<file path="src/r2h_pkg.sv">
// Shared widths and types for the RGB to HSL converter.
package r2h_pkg;

	localparam int ChanW  = 8;
	localparam int FracW  = 16;
	localparam int DivW   = 12;
	localparam int QuoW   = 17;
	localparam int LowW   = 17;

	typedef logic [ChanW-1:0] chan_t;
	typedef logic [FracW-1:0] frac_t;
	typedef logic [DivW-1:0]  div_t;
	typedef logic [QuoW-1:0]  quo_t;
	typedef logic [LowW-1:0]  low_t;

	typedef struct packed {
		frac_t lightness;
		frac_t saturation;
		frac_t hue;
	} hsl_t;

	typedef struct packed {
		logic  grey;
		frac_t lightness;
	} tag_t;

endpackage

</file>
<file path="src/rgb_to_hsl_convert_top.sv">
// RGB to HSL converter top level: sector select, lightness, two pipelined dividers, output skid.
// An accepted input beat passes stages 1 and 2, the divider stages and the output register to m_axis.
// Throughput: one beat per cycle while skid is empty; stages 1 and 2 feed two 17-stage dividers.
// Output register plus skid register; s_axis_tready drops only while the skid holds a beat.
// Reset (arst_n low, asynchronous) clears all valid bits; data registers are not reset.
module rgb_to_hsl_convert_top (
	input  logic        clk,
	input  logic        arst_n,
	input  logic        s_axis_tvalid,
	output logic        s_axis_tready,
	input  logic [23:0] s_axis_tdata,   // red[7:0], green[15:8], blue[23:16]
	output logic        m_axis_tvalid,
	input  logic        m_axis_tready,
	output logic [47:0] m_axis_tdata    // hue[15:0], saturation[31:16], lightness[47:32]
);

	localparam int Steps = r2h_pkg::QuoW;
	localparam logic [1:0] SEC_RED = 2'd0;
	localparam logic [1:0] SEC_GRN = 2'd1;
	localparam logic [1:0] SEC_BLU = 2'd2;

	logic en;
	logic skid_v_q;
	logic out_v_q;
	r2h_pkg::hsl_t skid_q;
	r2h_pkg::hsl_t out_q;

	assign en            = !skid_v_q;
	assign s_axis_tready = !skid_v_q;

	// stage 1: max, min, sector
	r2h_pkg::chan_t in_r, in_g, in_b, mx, mn;
	logic [1:0] sec;

	assign in_r = s_axis_tdata[7:0];
	assign in_g = s_axis_tdata[15:8];
	assign in_b = s_axis_tdata[23:16];

	always_comb begin
		mx = in_r;
		mn = in_r;
		if (in_g > mx) mx = in_g;
		if (in_b > mx) mx = in_b;
		if (in_g < mn) mn = in_g;
		if (in_b < mn) mn = in_b;
		if (mx == in_r)
			sec = SEC_RED;
		else if (mx == in_g)
			sec = SEC_GRN;
		else
			sec = SEC_BLU;
	end

	logic           vld_s1;
	r2h_pkg::chan_t r_s1, g_s1, b_s1, mx_s1, mn_s1;
	logic [1:0]     sec_s1;

	always_ff @(posedge clk or negedge arst_n) begin
		if (!arst_n) begin
			vld_s1 <= 1'b0;
		end else if (en) begin
			vld_s1 <= s_axis_tvalid;
		end
	end

	always_ff @(posedge clk) begin
		if (en) begin
			r_s1   <= in_r;
			g_s1   <= in_g;
			b_s1   <= in_b;
			mx_s1  <= mx;
			mn_s1  <= mn;
			sec_s1 <= sec;
		end
	end

	// stage 2: spread, divisor, hue numerator, lightness
	logic [7:0]  d;
	logic [8:0]  sum;
	logic [7:0]  sden;
	logic [10:0] d6, v, r11, g11, b11, d11;
	logic [17:0] lig_full;

	always_comb begin
		d   = mx_s1 - mn_s1;
		sum = {1'b0, mx_s1} + {1'b0, mn_s1};
		if (sum > 9'd255)
			sden = 8'(9'd510 - sum);
		else
			sden = sum[7:0];
		r11 = {3'b0, r_s1};
		g11 = {3'b0, g_s1};
		b11 = {3'b0, b_s1};
		d11 = {3'b0, d};
		d6  = (d11 << 2) + (d11 << 1);
		unique case (sec_s1)
			SEC_RED: v = (g_s1 >= b_s1) ? (g11 - b11) : (d6 - (b11 - g11));
			SEC_GRN: v = (b_s1 >= r_s1) ? ((d11 << 1) + (b11 - r11))
						: ((d11 << 1) - (r11 - b11));
			SEC_BLU: v = (r_s1 >= g_s1) ? ((d11 << 2) + (r11 - g11))
						: ((d11 << 2) - (g11 - r11));
			default: v = '0;
		endcase
		lig_full = {1'b0, sum, 8'b0} + {9'b0, sum} + 18'd1;
	end

	logic          vld_s2;
	logic [7:0]    d_s2;
	logic [7:0]    sden_s2;
	logic [10:0]   v_s2;
	r2h_pkg::tag_t tag_s2;

	always_ff @(posedge clk or negedge arst_n) begin
		if (!arst_n) begin
			vld_s2 <= 1'b0;
		end else if (en) begin
			vld_s2 <= vld_s1;
		end
	end

	always_ff @(posedge clk) begin
		if (en) begin
			d_s2             <= d;
			sden_s2          <= sden;
			v_s2             <= v;
			tag_s2.grey      <= (d == 8'd0);
			tag_s2.lightness <= lig_full[16:1];
		end
	end

	// divider operands: hue = (v*2^17 + 6d) / 12d, sat = (d*131070 + den) / 2den
	logic [10:0]   hd6;
	logic [11:0]   hd12;
	logic [25:0]   snum;
	r2h_pkg::quo_t hue_q, sat_q;

	always_comb begin
		hd6  = ({3'b0, d_s2} << 2) + ({3'b0, d_s2} << 1);
		hd12 = {hd6, 1'b0};
		snum = 26'({18'b0, d_s2} * 26'd131070) + {18'b0, sden_s2};
	end

	r2h_div u_hue_div (
		.clk    (clk),
		.en     (en),
		.num_hi ({1'b0, v_s2}),
		.num_lo ({6'b0, hd6}),
		.den    (hd12),
		.quo    (hue_q)
	);

	r2h_div u_sat_div (
		.clk    (clk),
		.en     (en),
		.num_hi ({3'b0, snum[25:17]}),
		.num_lo (snum[16:0]),
		.den    ({3'b0, sden_s2, 1'b0}),
		.quo    (sat_q)
	);

	logic          vld_sd [Steps];
	r2h_pkg::tag_t tag_sd [Steps];

	for (genvar k = 0; k < Steps; k++) begin : g_side
		always_ff @(posedge clk or negedge arst_n) begin
			if (!arst_n) begin
				vld_sd[k] <= 1'b0;
			end else if (en) begin
				vld_sd[k] <= (k == 0) ? vld_s2 : vld_sd[(k == 0) ? 0 : k-1];
			end
		end

		always_ff @(posedge clk) begin
			if (en) begin
				tag_sd[k] <= (k == 0) ? tag_s2 : tag_sd[(k == 0) ? 0 : k-1];
			end
		end
	end

	// tail: assemble result
	r2h_pkg::hsl_t res;
	logic          tail_v;

	always_comb begin
		tail_v        = vld_sd[Steps-1];
		res.lightness = tag_sd[Steps-1].lightness;
		if (tag_sd[Steps-1].grey) begin
			res.hue        = '0;
			res.saturation = '0;
		end else begin
			res.hue        = hue_q[r2h_pkg::FracW-1:0];
			res.saturation = sat_q[r2h_pkg::QuoW-1] ? '1 : sat_q[r2h_pkg::FracW-1:0];
		end
	end

	// output register and skid
	always_ff @(posedge clk or negedge arst_n) begin
		if (!arst_n) begin
			out_v_q  <= 1'b0;
			skid_v_q <= 1'b0;
		end else if (!out_v_q || m_axis_tready) begin
			if (skid_v_q) begin
				out_v_q  <= 1'b1;
				skid_v_q <= 1'b0;
			end else begin
				out_v_q <= tail_v;
			end
		end else if (tail_v) begin
			skid_v_q <= 1'b1;
		end
	end

	always_ff @(posedge clk) begin
		if (!out_v_q || m_axis_tready) begin
			out_q <= skid_v_q ? skid_q : res;
		end else if (en) begin
			skid_q <= res;
		end
	end

	assign m_axis_tvalid = out_v_q;
	assign m_axis_tdata  = out_q;

endmodule

</file>
<file path="src/r2h_div.sv">
// Pipelined restoring divider, one quotient bit per stage, with rounding numerator prepared outside.
module r2h_div (
	input  logic            clk,
	input  logic            en,
	input  r2h_pkg::div_t   num_hi,   // upper numerator bits, must be below den
	input  r2h_pkg::low_t   num_lo,   // lower numerator bits
	input  r2h_pkg::div_t   den,
	output r2h_pkg::quo_t   quo
);

	localparam int Steps = r2h_pkg::QuoW;

	r2h_pkg::div_t rem_sd [Steps];
	r2h_pkg::low_t low_sd [Steps];
	r2h_pkg::div_t den_sd [Steps];
	r2h_pkg::quo_t quo_sd [Steps];

	for (genvar k = 0; k < Steps; k++) begin : g_step
		r2h_pkg::div_t rem_in;
		r2h_pkg::low_t low_in;
		r2h_pkg::div_t den_in;
		r2h_pkg::quo_t quo_in;
		logic [r2h_pkg::DivW:0] trial;
		logic [r2h_pkg::DivW:0] diff;
		logic                   take;

		if (k == 0) begin : g_first
			assign rem_in = num_hi;
			assign low_in = num_lo;
			assign den_in = den;
			assign quo_in = '0;
		end else begin : g_next
			assign rem_in = rem_sd[k-1];
			assign low_in = low_sd[k-1];
			assign den_in = den_sd[k-1];
			assign quo_in = quo_sd[k-1];
		end

		always_comb begin
			trial = {rem_in, low_in[r2h_pkg::LowW-1]};
			take  = trial >= {1'b0, den_in};
			diff  = trial - {1'b0, den_in};
		end

		always_ff @(posedge clk) begin
			if (en) begin
				rem_sd[k] <= take ? diff[r2h_pkg::DivW-1:0] : trial[r2h_pkg::DivW-1:0];
				low_sd[k] <= {low_in[r2h_pkg::LowW-2:0], 1'b0};
				den_sd[k] <= den_in;
				quo_sd[k] <= {quo_in[r2h_pkg::QuoW-2:0], take};
			end
		end
	end

	assign quo = quo_sd[Steps-1];

endmodule

</file>
<file path="config.mk">
export PLATFORM = sky130hd
export DESIGN_NAME = rgb_to_hsl_convert_top
export DESIGN_NICKNAME = d
export VERILOG_FILES = /design/src/r2h_pkg.sv /design/src/rgb_to_hsl_convert_top.sv /design/src/r2h_div.sv
export SDC_FILE = /design/constraint.sdc
export NUM_CORES = 2
export LEC_CHECK = 0
export ABC_AREA = 1
export BUFFER_PORTS_ARGS = -buffer_cell sky130_fd_sc_hd__buf_4
export CAP_MARGIN = 0
export CORE_MARGIN = 3
export CORE_UTILIZATION = 59
export DETAILED_ROUTE_END_ITERATION = 8
export PLACE_DENSITY = 0.86
export SLEW_MARGIN = 5
export SYNTH_ARGS = -nofsm -noshare
export SYNTH_HDL_FRONTEND = slang
export SYNTH_HIERARCHICAL = 1
export SYNTH_SLANG_ARGS = --single-unit
</file>
<file path="constraint.sdc">
create_clock -name clk -period 50.9 [get_ports clk]
set_input_delay 7.635 -clock clk [delete_from_list [all_inputs] [get_ports clk]]
set_output_delay 7.635 -clock clk [all_outputs]
set_load 0.02 [all_outputs]
</file>
==> flow_metrics.py <==
metrics = {
    "min_path": {
        "hp-class": "register to register",
    },
    "global_routing": {
        "track_usage_pct": 23.3,
        "grt_pass1_wl_um": 320000,
        "antenna_found_initial": 2,
        "grt_pass1_vias": 63583,
        "overflow": 0,
        "grt_max_degree": 176,
    },
    "drt": {
        "top_layer": "met4",
        "wl_met1_um": 83600,
        "drt.antenna.violating_nets": 0,
        "viasPerCell": 5.36,
        "wl_per_cell_um": 16.2,
        "dr.pass1.iters": 9,
        "drcViolationCount": 0,
        "vias": 65284,
        "wl_met3_um": 9760,
        "wl_met2_um": 97600,
        "wl_um": 198000,
        "initialDrtViolationCount": 5009,
    },
    "sta": {
        "maxSlewViolCount": 0,
        "clock_skew_ns": 0.0640,
        "final_hold_viol_count": 0,
        "setup_violations": 0,
        "tightest_slew_ns": 1.14,
        "tns_ns": 0,
        "fin_ws_ns": 38.59,
        "max_freq_mhz": 81.2,
        "period_minus_slack_ns": 12.31,
        "rsz0062_at_grt": "no",
        "slew_headroom_pct": 23.9,
        "period_share_pct": 24.2,
    },
    "finish": {
        "drive_gt1_share_pct": 7.22,
        "fin_area_um2": 106000,
        "syn2layout_area_growth_pct": 9.22,
        "nets": 10565,
        "final_common_cell": "nand2_1",
        "final_cell_mix": "nand2_1, edfxtp_1, inv_1, ha_1, nand3_1",
        "final_cell_count_no_fill": 12178,
    },
    "floorplanning": {
        "die_h_um": 411,
        "die_w_um": 411,
        "die_area_um2": 169000,
        "initial_core_util_pct": 59.8,
        "io_pins": 78,
        "coreArea_um2": 162000,
        "placementRows": 147,
    },
    "setup_path": {
        "crit_end": "sec_s1[0]",
        "worst_path_max_delay_cell": "nand2_1",
        "critPathLaunch": "s_axis_tdata[7]",
        "path_class": "primary input to register",
        "critPathBufInv": 3,
        "worstPathArrival_ns": 12.83,
        "ff2ff_setup_slack_ns": 43.71,
        "r2r_end": "u_sat_div/rem_sd[0][7]",
        "path_cells": "buf_4, inv_1, ha_1, nand2_1, nor2_1, nand4_1, nand2_1, nand2_1, nand2_1, ha_1, a21oi_1, o21a_1, nand2_1, nand2_1, inv_1, nand2_1, nand2_1, nand2_1, nand2_1, nor2_1, nand2_1, nor2_1, nor2_1",
        "max_stage_delay_ns": 0.84,
        "critPathTopFamily": "simple AND/OR/NAND/NOR gates",
        "crit_path_end_kind": "register",
        "r2r_cells": 32,
        "critPathMaxFanout": 17,
        "r2r-start": "d_s2[0]",
        "start_kind": "primary input",
        "cpMostUsedCell": "nand2_1",
        "path_depth": 23,
        "crit_required_ns": 51.42,
    },
    "clocking": {
        "hold_buffers": 0,
        "clk_latency_ns": 0.81,
        "cts.sinks": 1820,
        "cts-root-buf": "clkbuf_16",
        "h-tree-depth": 4,
        "cts_tree": "done",
        "postCtsSetupBuffers": 0,
        "cts_buffer_depth": 3,
        "clk_pin_slew_ns": 0.06,
        "cts_buffers": 182,
        "ctsResizeCount": 0,
    },
    "synth": {
        "netlist_area_um2": 96700,
        "syn_area_per_cell_um2": 9.99,
        "synthesis.instances": 9678,
        "ys.warnings.count": 6,
    },
    "run_status": {
        "outcome": "finished clean",
    },
    "placed_design": {
        "numPortBuffers": 77,
        "dp.cells": 11839,
        "hpwlAfterDp_um": 146000,
        "place.gp.congestion": 0.937,
        "post-place-ws_ns": 37.74,
        "placed_area_um2": 99300,
    },
    "flow_run": {
        "drv_cap": 0,
    },
}
[metal layers]
layer | global-route usage (%) | vias to the layer above
met5 | 0 | -
met4 | 8.15 | 0
met3 | 3.15 | 406
met2 | 40.5 | 1820
met1 | 30.1 | 30581
li1 | - | 32477
[how the worst min path moves through the flow]
| stage | cells past startpoint | from | slack [ns] | end |
|---|---|---|---|---|
| 4_1_cts | 0 | u_hue_div/low_sd[0][36] | 0.37 | u_hue_div/low_sd[0][52] |
| 3_3_place_gp | 0 | u_hue_div/quo_sd[10][6] | 0.40 | u_hue_div/quo_sd[11][7] |
| 3_5_place_dp | 0 | tag_sd[0][181] | 0.40 | tag_sd[0][198] |
| 2_1_floorplan | 0 | tag_s2[0] | 0.40 | tag_sd[0][0] |
| 5_1_grt | 0 | u_hue_div/low_sd[0][36] | 0.39 | u_hue_div/low_sd[0][52] |
| 6_report | 0 | u_hue_div/low_sd[0][36] | 0.37 | u_hue_div/low_sd[0][52] |
[final cells by class]
| class | instances | area [µm²] |
|---|---|---|
| clock inverter | 122 | 1540 |
| clock buffer | 216 | 4760 |
| sequential | 1820 | 54500 |
| fill | 12190 | 56000 |
| inverter | 1772 | 6660 |
| timing repair buffer | 101 | 783 |
| tap | 2160 | 2700 |
| multi-input combinational | 5986 | 34700 |
| antenna | 1 | 2.50 |
[registers in the layout, summed over array words and instances, names as in the netlist, 17 cells and up]
name and flops:
tag_sd 289, u_hue_div/den_sd 192, u_hue_div/rem_sd 192, u_sat_div/den_sd 192
u_sat_div/rem_sd 192, u_sat_div/quo_sd 153, u_hue_div/low_sd 136, u_hue_div/quo_sd 136
u_sat_div/low_sd 136, m_axis_tdata 48, skid_q 48, tag_s2 17
[worst reg2reg max path: cells and delay by family (launching register included)]
kind / cells / cell delay (ns)
simple gates: 17 / 2.53
compound gates: 2 / 0.39
buf+inv: 6 / 0.57
flops: 1 / 0.81
fa+ha+maj: 6 / 2.58
xor+xnor: 1 / 0.07
[stage by stage]
stage / util [%] / hold slack (ns)
4_1_cts: 65.3 / 0.369
6_report: 65.3 / 0.373
5_1_grt: 65.3 / 0.386
3_5_place_dp: 61.5 / 0.405
3_3_place_gp: 61.5 / 0.400
2_1_floorplan: - / 0.400
Power is left out: the tool's default activity adds up to more than one toggle a clock period on the data nets, which glitch-free logic cannot reach.
